[config.mk]
export PLATFORM = sky130hd
export DESIGN_NAME = session_token_table
export DESIGN_NICKNAME = d
export VERILOG_FILES = /design/src/stt_pkg.sv /design/src/session_token_table.sv /design/src/stt_cfg.sv /design/src/stt_mix.sv
export VERILOG_INCLUDE_DIRS = /design/src /design/src/src
export SDC_FILE = /design/constraint.sdc
export NUM_CORES = 2
export LEC_CHECK = 0
export ABC_AREA = 1
export BUFFER_PORTS_ARGS = -buffer_cell sky130_fd_sc_hd__buf_4
export CAP_MARGIN = 20
export CORE_ASPECT_RATIO = 1.5
export CORE_MARGIN = 2
export CORE_UTILIZATION = 45
export DETAILED_ROUTE_END_ITERATION = 8
export PLACE_DENSITY = 0.69
export SLEW_MARGIN = 10
export SYNTH_ARGS = -nofsm -noshare
export SYNTH_HDL_FRONTEND = slang
export SYNTH_HIERARCHICAL = 1
export SYNTH_SLANG_ARGS = --single-unit
[constraint.sdc]
create_clock -name i_clk -period 36.4 [get_ports i_clk]
set_clock_uncertainty 0.2 [all_clocks]
set_input_delay 5.46 -clock i_clk [delete_from_list [all_inputs] [get_ports i_clk]]
set_output_delay 5.46 -clock i_clk [all_outputs]
set_load 0.05 [all_outputs]
[src/session_token_table_macros.svh]
// Assertion macros for the session token table.
`ifndef SESSION_TOKEN_TABLE_MACROS_SVH
`define SESSION_TOKEN_TABLE_MACROS_SVH
`ifndef SYNTHESIS
// Check that an antecedent implies a consequent in the same cycle.
`define STT_ASSERT_IMPLY(lbl, ante, cons) \
    lbl: assert property (@(posedge i_clk) disable iff (!i_rst_n) (ante) |-> (cons)) \
        else $error("session table check failed");
// Check that an antecedent implies a consequent in the next cycle.
`define STT_ASSERT_NEXT(lbl, ante, cons) \
    lbl: assert property (@(posedge i_clk) disable iff (!i_rst_n) (ante) |=> (cons)) \
        else $error("session table check failed");
`else
`define STT_ASSERT_IMPLY(lbl, ante, cons)
`define STT_ASSERT_NEXT(lbl, ante, cons)
`endif
`endif

[src/stt_pkg.sv]
// Shared types, codes and constants for the session token table.
package stt_pkg;

    localparam int SESSIONS_DEF = 4;
    localparam int PIN_CHARS    = 8;
    localparam int CFG_AW       = 5;
    localparam int CFG_DW       = 64;

    localparam logic [63:0] MIX_GOLDEN = 64'h9E37_79B9_7F4A_7C15;
    localparam logic [63:0] MIX_MUL_A  = 64'hBF58_476D_1CE4_E5B9;
    localparam logic [63:0] MIX_MUL_B  = 64'h94D0_49BB_1331_11EB;
    localparam int          MIX_SH_A   = 30;
    localparam int          MIX_SH_B   = 27;
    localparam int          MIX_SH_C   = 31;

    typedef enum logic [1:0] {
        ACT_UNLOCK   = 2'd0,
        ACT_VALIDATE = 2'd1,
        ACT_REMAIN   = 2'd2,
        ACT_ANY      = 2'd3
    } t_action;

    typedef enum logic [1:0] {
        REG_PIN     = 2'd0,
        REG_PIN_LEN = 2'd1,
        REG_TIMEOUT = 2'd2
    } t_reg_idx;

    typedef struct packed {
        logic [63:0] pin_code;
        logic [3:0]  pin_code_len;
        logic [31:0] session_timeout;
    } t_cfg;

    typedef struct packed {
        t_action     action;
        logic [31:0] now_ms;
        logic [63:0] pin;
        logic [3:0]  pin_length;
        logic [63:0] entropy;
        logic [63:0] token;
    } t_req;

    typedef struct packed {
        logic        ok;
        logic [63:0] token_out;
        logic [31:0] remaining_ms;
    } t_res;

    typedef enum logic [2:0] {
        ST_IDLE,
        ST_READ,
        ST_CHECK,
        ST_MIX_GO,
        ST_MIX_WAIT,
        ST_DONE
    } t_state;

    typedef enum logic [1:0] {
        MX_IDLE,
        MX_GOLD,
        MX_MUL1,
        MX_MUL2
    } t_mix_state;

endpackage

[src/session_token_table.sv]
// Session token table top level: request sequencer, slot memories and config port.
// Order of steps: a failed unlock goes straight from acceptance to the result.
// Validate, remaining time, any active: one read and one check per slot, then the result.
// Successful unlock: the same scan, then the mixer's multiply sequence, which dominates.
// A new request is taken in the cycle the result strobe is high; the receiver cannot stall.
// Synchronous active-low reset clears all sessions and the configuration registers.
`include "session_token_table_macros.svh"
module session_token_table #(
    parameter int SESSIONS = stt_pkg::SESSIONS_DEF
) (
    input  logic                       i_clk,
    input  logic                       i_rst_n,
    input  logic                       start,
    output logic                       busy,
    input  stt_pkg::t_req              i_req,
    output logic                       o_res_valid,
    output stt_pkg::t_res              o_res,
    input  logic                       psel,
    input  logic                       penable,
    input  logic                       pwrite,
    input  logic [stt_pkg::CFG_AW-1:0] paddr,
    input  logic [stt_pkg::CFG_DW-1:0] pwdata,
    output logic [stt_pkg::CFG_DW-1:0] prdata,
    output logic                       pready
);
    import stt_pkg::*;

    localparam int IDX_W = (SESSIONS > 1) ? $clog2(SESSIONS) : 1;

    t_cfg                cfg;
    t_state              r_state, n_state;
    t_req                r_req, n_req;
    logic [IDX_W-1:0]    r_idx, n_idx;
    logic [IDX_W-1:0]    r_sel, n_sel;
    logic [SESSIONS-1:0] r_active, n_active;
    logic                r_found, n_found;
    logic                r_free, n_free;
    logic [31:0]         r_best, n_best;
    logic [31:0]         r_rem, n_rem;
    logic [63:0]         r_tok_out, n_tok_out;
    logic                r_res_valid, n_res_valid;
    t_res                r_res, n_res;

    logic [31:0]         mem_exp [SESSIONS];
    logic [63:0]         mem_tok [SESSIONS];
    logic [31:0]         r_exp_q;
    logic [63:0]         r_tok_q;
    logic                mem_we;
    logic [31:0]         new_exp;

    logic                mix_start;
    logic                mix_done;
    logic [63:0]         mix_out;

    logic                pin_ok;
    logic                unlock_ok;
    logic                slot_act;
    logic                slot_gone;
    logic                slot_live;
    logic                slot_last;
    logic [31:0]         elapsed;
    logic [31:0]         exp_diff;

    stt_cfg u_cfg (
        .i_clk   (i_clk),
        .i_rst_n (i_rst_n),
        .psel    (psel),
        .penable (penable),
        .pwrite  (pwrite),
        .paddr   (paddr),
        .pwdata  (pwdata),
        .prdata  (prdata),
        .pready  (pready),
        .o_cfg   (cfg)
    );

    stt_mix #(
        .SESSIONS (SESSIONS)
    ) u_mix (
        .i_clk     (i_clk),
        .i_rst_n   (i_rst_n),
        .i_start   (mix_start),
        .i_entropy (r_req.entropy),
        .i_now     (r_req.now_ms),
        .i_slot    (r_sel),
        .o_done    (mix_done),
        .o_mix     (mix_out)
    );

    // Compare offered PIN against the configured one, bytes below the length only
    always_comb begin
        pin_ok = (i_req.pin_length == cfg.pin_code_len);
        for (int b = 0; b < PIN_CHARS; b++) begin
            if ((4'(b) < i_req.pin_length) &&
                (i_req.pin[8*b +: 8] != cfg.pin_code[8*b +: 8])) begin
                pin_ok = 1'b0;
            end
        end
    end

    assign unlock_ok = pin_ok && (cfg.session_timeout != 32'h0);

    // Classify the slot under check: wrap-safe expiry and earliest-expiry compare
    assign elapsed   = r_req.now_ms - r_exp_q;
    assign exp_diff  = r_exp_q - r_best;
    assign slot_act  = r_active[r_idx];
    assign slot_gone = !elapsed[31];
    assign slot_live = slot_act && !slot_gone;
    assign slot_last = (r_idx == IDX_W'(SESSIONS - 1));
    assign new_exp   = r_req.now_ms + cfg.session_timeout;

    // Sequence the slot scan, the token mix and the result
    always_comb begin
        n_state     = r_state;
        n_req       = r_req;
        n_idx       = r_idx;
        n_sel       = r_sel;
        n_active    = r_active;
        n_found     = r_found;
        n_free      = r_free;
        n_best      = r_best;
        n_rem       = r_rem;
        n_tok_out   = r_tok_out;
        n_res_valid = 1'b0;
        n_res       = r_res;
        mix_start   = 1'b0;
        mem_we      = 1'b0;
        unique case (r_state)
            ST_IDLE: begin
                if (start) begin
                    n_req     = i_req;
                    n_idx     = '0;
                    n_sel     = '0;
                    n_found   = 1'b0;
                    n_free    = 1'b0;
                    n_best    = '0;
                    n_rem     = '0;
                    n_tok_out = '0;
                    if ((i_req.action == ACT_UNLOCK) && !unlock_ok) begin
                        n_state = ST_DONE;
                    end else begin
                        n_state = ST_READ;
                    end
                end
            end
            ST_READ: begin
                n_state = ST_CHECK;
            end
            ST_CHECK: begin
                // drop an expired session
                if (slot_act && slot_gone) begin
                    n_active[r_idx] = 1'b0;
                end
                case (r_req.action) inside
                    ACT_UNLOCK: begin
                        if (!r_free) begin
                            if (!slot_live) begin
                                n_free = 1'b1;
                                n_sel  = r_idx;
                            end else if ((r_idx == '0) || exp_diff[31]) begin
                                n_sel  = r_idx;
                                n_best = r_exp_q;
                            end
                        end
                    end
                    ACT_VALIDATE, ACT_REMAIN: begin
                        if (slot_live && (r_tok_q == r_req.token) && !r_found) begin
                            n_found = 1'b1;
                            if (r_req.action == ACT_REMAIN) begin
                                n_rem = r_exp_q - r_req.now_ms;
                            end
                        end
                    end
                    default: begin
                        if (slot_live) begin
                            n_found = 1'b1;
                        end
                    end
                endcase
                if (slot_last) begin
                    n_state = (r_req.action == ACT_UNLOCK) ? ST_MIX_GO : ST_DONE;
                end else begin
                    n_idx   = r_idx + IDX_W'(1);
                    n_state = ST_READ;
                end
            end
            ST_MIX_GO: begin
                mix_start = 1'b1;
                n_state   = ST_MIX_WAIT;
            end
            ST_MIX_WAIT: begin
                // write the new session into the chosen slot
                if (mix_done) begin
                    mem_we          = 1'b1;
                    n_active[r_sel] = 1'b1;
                    n_found         = 1'b1;
                    n_tok_out       = mix_out;
                    n_state         = ST_DONE;
                end
            end
            ST_DONE: begin
                n_res_valid      = 1'b1;
                n_res.ok         = r_found;
                n_res.token_out  = r_tok_out;
                n_res.remaining_ms = r_rem;
                n_state          = ST_IDLE;
            end
            default: n_state = ST_IDLE;
        endcase
    end

    // Hold control state
    always_ff @(posedge i_clk) begin
        if (!i_rst_n) begin
            r_state     <= ST_IDLE;
            r_active    <= '0;
            r_res_valid <= 1'b0;
        end else begin
            r_state     <= n_state;
            r_active    <= n_active;
            r_res_valid <= n_res_valid;
        end
    end

    // Hold request and scan payload
    always_ff @(posedge i_clk) begin
        r_req     <= n_req;
        r_idx     <= n_idx;
        r_sel     <= n_sel;
        r_found   <= n_found;
        r_free    <= n_free;
        r_best    <= n_best;
        r_rem     <= n_rem;
        r_tok_out <= n_tok_out;
        r_res     <= n_res;
    end

    // Slot memories: one write port, registered read at the scan index
    always_ff @(posedge i_clk) begin
        if (mem_we) begin
            mem_exp[r_sel] <= new_exp;
            mem_tok[r_sel] <= mix_out;
        end
        r_exp_q <= mem_exp[r_idx];
        r_tok_q <= mem_tok[r_idx];
    end

    assign busy        = (r_state != ST_IDLE);
    assign o_res_valid = r_res_valid;
    assign o_res       = r_res;

    `STT_ASSERT_NEXT(a_strobe_single, o_res_valid, !o_res_valid)
    `STT_ASSERT_IMPLY(a_strobe_idle, o_res_valid, !busy)
    `STT_ASSERT_NEXT(a_accept_busy, start && !busy, busy)
    `STT_ASSERT_IMPLY(a_mix_in_wait, mix_done, r_state == ST_MIX_WAIT)

endmodule

[src/stt_cfg.sv]
// APB configuration registers of the session token table.
module stt_cfg (
    input  logic                       i_clk,
    input  logic                       i_rst_n,
    input  logic                       psel,
    input  logic                       penable,
    input  logic                       pwrite,
    input  logic [stt_pkg::CFG_AW-1:0] paddr,
    input  logic [stt_pkg::CFG_DW-1:0] pwdata,
    output logic [stt_pkg::CFG_DW-1:0] prdata,
    output logic                       pready,
    output stt_pkg::t_cfg              o_cfg
);
    import stt_pkg::*;

    t_cfg r_cfg;
    t_cfg n_cfg;
    logic wr_en;

    assign pready = 1'b1;
    assign wr_en  = psel & penable & pwrite;

    // Decode the write address and update one register
    always_comb begin
        n_cfg = r_cfg;
        if (wr_en) begin
            unique case (paddr[4:3])
                REG_PIN:     n_cfg.pin_code        = pwdata;
                REG_PIN_LEN: n_cfg.pin_code_len    = pwdata[3:0];
                REG_TIMEOUT: n_cfg.session_timeout = pwdata[31:0];
                default:     n_cfg = r_cfg;
            endcase
        end
    end

    // Hold the register values
    always_ff @(posedge i_clk) begin
        if (!i_rst_n) begin
            r_cfg <= '0;
        end else begin
            r_cfg <= n_cfg;
        end
    end

    // Return the addressed register on reads
    always_comb begin
        unique case (paddr[4:3])
            REG_PIN:     prdata = r_cfg.pin_code;
            REG_PIN_LEN: prdata = {60'h0, r_cfg.pin_code_len};
            REG_TIMEOUT: prdata = {32'h0, r_cfg.session_timeout};
            default:     prdata = '0;
        endcase
    end

    assign o_cfg = r_cfg;

endmodule

[src/stt_mix.sv]
// Token mixer: splitmix64 finalizer on one shared 32x32 multiplier.
module stt_mix #(
    parameter int SESSIONS = stt_pkg::SESSIONS_DEF
) (
    input  logic                                      i_clk,
    input  logic                                      i_rst_n,
    input  logic                                      i_start,
    input  logic [63:0]                               i_entropy,
    input  logic [31:0]                               i_now,
    input  logic [((SESSIONS > 1) ? $clog2(SESSIONS) : 1)-1:0] i_slot,
    output logic                                      o_done,
    output logic [63:0]                               o_mix
);
    import stt_pkg::*;

    localparam int IDX_W = (SESSIONS > 1) ? $clog2(SESSIONS) : 1;

    t_mix_state  r_state, n_state;
    logic [1:0]  r_k, n_k;
    logic        r_done, n_done;
    logic [63:0] r_opa, n_opa;
    logic [63:0] r_seed, n_seed;
    logic [63:0] r_acc, n_acc;
    logic [63:0] r_mix, n_mix;
    logic [63:0] r_prod;
    logic [63:0] opb;
    logic [31:0] mul_a;
    logic [31:0] mul_b;
    logic [63:0] prod;
    logic [63:0] sum;
    logic [63:0] gold_m;
    logic [63:0] slot_ext;
    logic [IDX_W:0] slot_inc;

    // Form slot number plus one as the golden-ratio multiplicand
    assign slot_inc = {1'b0, i_slot} + (IDX_W + 1)'(1);
    assign slot_ext = {{(63 - IDX_W){1'b0}}, slot_inc};

    // Pick the constant operand for the current multiply
    always_comb begin
        unique case (r_state)
            MX_GOLD: opb = MIX_GOLDEN;
            MX_MUL1: opb = MIX_MUL_A;
            default: opb = MIX_MUL_B;
        endcase
    end

    // Select the partial product halves for this cycle
    always_comb begin
        case (r_k)
            2'd0:    begin mul_a = r_opa[31:0];  mul_b = opb[31:0];  end
            2'd1:    begin mul_a = r_opa[31:0];  mul_b = opb[63:32]; end
            default: begin mul_a = r_opa[63:32]; mul_b = opb[31:0];  end
        endcase
    end

    assign prod   = mul_a * mul_b;
    assign sum    = r_acc + {r_prod[31:0], 32'h0};
    assign gold_m = r_seed ^ sum;

    // Sequence the three multiplies and the xor-shift steps
    always_comb begin
        n_state = r_state;
        n_k     = r_k;
        n_done  = 1'b0;
        n_opa   = r_opa;
        n_seed  = r_seed;
        n_acc   = r_acc;
        n_mix   = r_mix;
        if (r_state != MX_IDLE) begin
            n_k = r_k + 2'd1;
            case (r_k)
                2'd1:    n_acc = r_prod;
                2'd2:    n_acc = sum;
                default: n_acc = r_acc;
            endcase
        end
        unique case (r_state)
            MX_IDLE: begin
                if (i_start) begin
                    n_opa   = slot_ext;
                    n_seed  = i_entropy ^ {i_now, 32'h0};
                    n_k     = 2'd0;
                    n_state = MX_GOLD;
                end
            end
            MX_GOLD: begin
                if (r_k == 2'd3) begin
                    n_opa   = gold_m ^ (gold_m >> MIX_SH_A);
                    n_state = MX_MUL1;
                end
            end
            MX_MUL1: begin
                if (r_k == 2'd3) begin
                    n_opa   = sum ^ (sum >> MIX_SH_B);
                    n_state = MX_MUL2;
                end
            end
            MX_MUL2: begin
                if (r_k == 2'd3) begin
                    n_mix   = sum ^ (sum >> MIX_SH_C);
                    n_done  = 1'b1;
                    n_state = MX_IDLE;
                end
            end
            default: n_state = MX_IDLE;
        endcase
    end

    // Hold sequencer state
    always_ff @(posedge i_clk) begin
        if (!i_rst_n) begin
            r_state <= MX_IDLE;
            r_k     <= 2'd0;
            r_done  <= 1'b0;
        end else begin
            r_state <= n_state;
            r_k     <= n_k;
            r_done  <= n_done;
        end
    end

    // Register operands, product and accumulator
    always_ff @(posedge i_clk) begin
        r_opa  <= n_opa;
        r_seed <= n_seed;
        r_acc  <= n_acc;
        r_mix  <= n_mix;
        r_prod <= prod;
    end

    assign o_done = r_done;
    assign o_mix  = r_mix;

endmodule

After elaboration in Yosys (flattened, before gate mapping):

Memory sizes are Yosys's and may differ from the RTL's. A register that Yosys moved wholly into a read port is not among the register bits.
Index checks and enable logic that the tools add are counted.

* add/subtract/negate cells: 8
* multipliers: 1
* divide/modulo/power cells: 0
* $lt $le $gt $ge: 12
* eq/ne operators: 45
* shifts and indexed selects: 0
* muxes and demuxes: 80
* bitwise gates (word level): 10
* reductions and logical operators: 57

Operator list (count)
* $pmux 64 s3: 2
* $mux 32: 11
* $mux 64: 5
* $pmux 64 s2: 2
* $pmux 32 s2: 2
* $xor 64x64->64: 2
* $pmux 62 s2: 1
* $sub 32x32->32: 3
* $add 64x64->64: 1
* $eq 64x64->1: 1
* $mul 32x32->64: 1
* $ne 8x8->1: 8
* $xor 64x33->64: 1
* $xor 64x34->64: 1
* $xor 64x37->64: 1
* $add 32x32->32: 1
* $reduce_bool 32->1: 1
* $mux 1: 27
* $mux 2: 13
* $ne 2x2->1 const B: 11
* $reduce_and 2->1: 9
* $reduce_and 6->1: 3
* $logic_and 1x1->1: 16
* $lt 3x4->1 const A: 4
* other kinds (39): 86

* bits in registers: 826
* latch bits: 0
* RAM bits: 384
* bits in read-only memories: 0
* input port bits: 305
* output and inout port bits: 164
* logic and storage cells: 243
* memories: 2

Memories
* mem_tok: depth 4, width 64, rd ports 1, clocked after Yosys merged registers in 1, write ports 1, line session_token_table.sv:45 `logic [63:0] mem_tok [SESSIONS];`
* mem_exp: depth 4, width 32, rd ports 1, clocked after Yosys merged registers in 1, write ports 1, line session_token_table.sv:44 `logic [31:0] mem_exp [SESSIONS];`

Logic depth before layout (Yosys ltp):

* depth in word-level cells: 16
* depth in mapped cells: 38
* mapped depth without buffers: 35

Modules after synthesis:

The synthesis kept the hierarchy.

By module, submodules not included
* stt_mix: instances 1, cells each 5572, area an instance 48532.8 µm²
* session_token_table: instances 1, cells each 3019, area an instance 36587.6 µm²
* stt_cfg: instances 1, cells each 738, area an instance 4758.3 µm²

Worst setup path before layout:

Ideal clock, no wire load.

* kind: in2reg
* start point: in start
* end point: reg r_best[0] (enable)
* setup time: 0.421 ns
* arrival: 14.738 ns
* data required time: 35.779 ns
* slack: 21.041 ns
* stages on the path: 6
* path buffers: 0
* cell sequence: inv_1 > nor2_1 > inv_1 > o21ai_1 > nand2_1 > nor2_1

* longest elaborated chain between the ends: 2

RTL lines
* start, declared: line session_token_table.sv:13 `input logic start,`
* $ne 2x2->1 (no source line)
* $reduce_and 6->1 (no source line)
* end signal, assigned: line session_token_table.sv:232 `r_best <= n_best;`
* end, declared: line session_token_table.sv:38 `logic [31:0] r_best, n_best;`

No other way between the ends.
A chain may end at the register's enable or synchronous reset.

Final worst setup path:

* start point: in paddr[3] in the netlist's numbering
* end point: out prdata[31] in the netlist's numbering

* longest elaborated chain between the ends: 2
* elaborated cells on any way between the ends: 4
* classes of those cells: 2 x eq/ne; 1 x mux; 1 x reduce/logical

RTL lines
* start, declared: line session_token_table.sv:21 `input logic [stt_pkg::CFG_AW-1:0] paddr,`
* $eq 2x2->1 (tied with other cells): line stt_cfg.sv:47 `unique case (paddr[4:3])`
* $pmux 64 s3 *: line stt_cfg.sv:47
* end, declared: line session_token_table.sv:23 `output logic [stt_pkg::CFG_DW-1:0] prdata,`

Mark *: on every way between the ends. The rest lies on a longest branch, timed or not.

==> key figures <==
STA
  – Setup-failing EPs final: 0
  – Final Hold Viols: 0
  – Fmax: 0.0753 GHz
  – Slew @ Worst Pin: 1170 ps
  – RSZ-0062 raised after global routing: no
  – Post-route clock period utilization: 0.365
  – Slew HR: 0.218
  – Final min period: roughly 13000 ps
  – Fin Setup TNS: 0 ps
  – Pins Over Slew Limit: 0

Status
  – Status: complete, no violations

Detailed routing
  – Top routing layer in use: met5
  – Initial DRC count: 5605
  – Post-Route WL: around 300000 um
  – Post-DRT Antenna Nets: 0
  – Via count: between 60k and 70k
  – DRT Pass-1 Iters: 6
  – Met1 WL: around 110000 um
  – Via density: roughly 5.3
  – Met2 wire length: 152000 um
  – Post-route DRC: 0
  – Routed len/inst: 24.4 um
  – Met3 WL: about 18000 um

Synth
  – Post-synth EDFFs: 1033
  – Register area share after synthesis: 0.406
  – Syn Nets: 11.0k
  – #FFs+latches synth: roughly 1.3k
  – Syn avg cell area: just under 10 sq um
  – Cell Area, Synth: 89900 sq um
  – Synth cell types: 64
  – Post-synth ARST share: 0
  – Yosys warns: 6
  – Synth Flop Type: edfxtp_1
  – Cell count after synthesis: about 9.3k

Finish
  – Layout area overhead: 12.0%
  – Layout net count: 11.4k
  – Layout cells sized above 1: 0.105

Clocking
  – CTS tree: built
  – Clock buffer depth: 3
  – Post-CTS setup buffer count: 0
  – # resized after CTS: 0
  – Clock Pin Slew Worst Setup and Hold Paths: ~60 ps
  – Root buf cell: clkbuf_16
  – # clock sinks: ~1.3k
  – Hold buffer count at CTS: 0
  – Clk_lat worst skew: 780 ps
  – CTS H-tree depth: 3
  – Total CTS buffers: 120

Setup path
  – CP Max Fanout: 70
  – Startpoint Class: input pin
  – Worst EP required: around 30000 ps
  – Critical Path End Type: output pin
  – Data arrival, critical path: approximately 7600 ps
  – Worst setup path category: in2out

Global route
  – Initial antenna violation count: 29
  – First-pass GRT wire length: ~440000 um
  – Grt total ovfl: 0
  – Vias in the first global route: 68.5k
  – Tot GR Track Use: 0.299
  – Largest net degree at the start of global routing: about 110

Floorplanning
  – Starting density of the core: 0.453
  – Die Area: between 200000 and 250000 sq um
  – Core Area: between 150000 and 200000 sq um
  – Cell Rows: 200
  – Width of the die: between 300 and 400 um
  – Die Y: between 500 and 600 um
  – I/O pin total: roughly 470

Place
  – PortBufs: roughly 460
  – Gpl congestion: around 1
  – DP HPWL: about 240000 um

Worst hold path
  – Hold Path Class: reg2reg

Run
  – Max Cap Violations: 0
critical path, stage by stage:
cell and delay, ps:
buf_4 150, nor2_4 610, buf_4 730, a22o_1 380, buf_4 240
final timing paths:
| check | from | endpoint | slack [ps] | depth (start not counted) |
|---|---|---|---|---|
| setup / recovery | paddr[3] | prdata[31] | 23120 | 5 |
| hold / removal | r_tok_out[13]$_SDFFCE_PN0P_ | o_res[45]$_DFFE_PP_ | 200 | 0 |
| setup reg to reg | u_mix/r_k[0]$_SDFF_PN0_ | u_mix/r_prod[42]$_DFF_P_ | 25380 | 32 |
| hold reg to reg | r_tok_out[13]$_SDFFCE_PN0P_ | o_res[45]$_DFFE_PP_ | 200 | 0 |
cells in the final DEF, fill, tap and decap left out, types with 95 or more instances in the layout:
cell type,n
inv_1,1744
nor2_1,1390
nand2_1,1346
edfxtp_1,1033
fa_1,884
buf_4,576
ha_1,447
nand3_1,337
o21ai_0,328
a21oi_1,276
dfxtp_1,273
xor2_1,206
clkbuf_16,124
o22ai_1,102
xnor2_1,95
state kept, by name, indices dropped and copies added, names as in the netlist, 64 cells and up:
name          cells
mem_tok         256
r_req           162
mem_exp         128
u_cfg/o_cfg     100
o_res            97
r_tok_out        64
r_tok_q          64
u_mix/o_mix      64
u_mix/r_acc      64
u_mix/r_opa      64
u_mix/r_prod     64
u_mix/r_seed     64
metal layers:
metal	global-route usage	up-vias
met2	0.520	2718
met5	0	-
met3	0.0321	777
met1	0.347	33100
li1	-	30200
met4	0.205	22
synthesized netlist by cell type (all sizes together), types with 2 or more instances:
master	number	area share
a211oi	3	0.00025
a21boi	10	0.00088
a21o	31	0.0026
a21oi	290	0.017
a221oi	5	0.00049
a22o	28	0.0027
a31o	8	0.00078
a31oi	45	0.0031
and2	3	0.00021
buf	130	0.0073
clkbuf	161	0.0067
clkinv	9	0.00038
dfxtp	273	0.061
edfxtp	1033	0.35
fa	884	0.20
ha	451	0.063
inv	1778	0.074
nand2	1396	0.060
nand3	349	0.020
nand3b	9	0.0010
nand4	37	0.0026
nor2	1416	0.060
nor3	49	0.0030
nor4	9	0.00063
o2111ai	4	0.00039
o211ai	8	0.00067
o21a	12	0.0010
o21ai	384	0.023
o21bai	29	0.0026
o221ai	2	0.00019
o22ai	102	0.0071
o31ai	3	0.00025
or2	66	0.0046
xnor2	98	0.0098
xor2	210	0.021
final cells by class:
type | count | area (sq um)
clock inverters | 78 | 922
fillers | 18200 | 97500
repair buffers | 577 | 4340
clock buffers | 152 | 3320
multi-input cells | 5945 | 45600
inverters | 1787 | 6710
well taps | 2626 | 3290
diodes | 11 | 27.5
flip-flops and latches | 1306 | 36500
per-stage QoR:
| stage | util | instance area, sq um | setup WS [ps] | cells | hold slack [ps] |
|---|---|---|---|---|---|
| detailed placement | 0.486 | 96400 | 23140 | 12200 | 205 |
| finish | 0.508 | 101000 | 23120 | 12500 | 199 |
| floorplan | - | 89900 | 21040 | 9329 | 200 |
| global placement | 0.486 | 96400 | 23130 | 12200 | 204 |
| CTS | 0.508 | 101000 | 23120 | 12500 | 197 |
| global route | 0.508 | 101000 | 23010 | 12500 | 215 |
logic make-up after synthesis:
group | count (synthesis) | share of synthesized area
other | 1 | 0.0000417
and+or+nand+nor | 3335 | 0.152
xor gates and xnor gates | 308 | 0.0311
DFF | 1306 | 0.406
adders and majority gates | 1335 | 0.260
buffers and inverters | 2078 | 0.0887
AOI/OAI and AO/OA | 966 | 0.0627
Power is not shown: default switching activity piles up to over one toggle a cycle in this logic, so the estimate is an artifact.
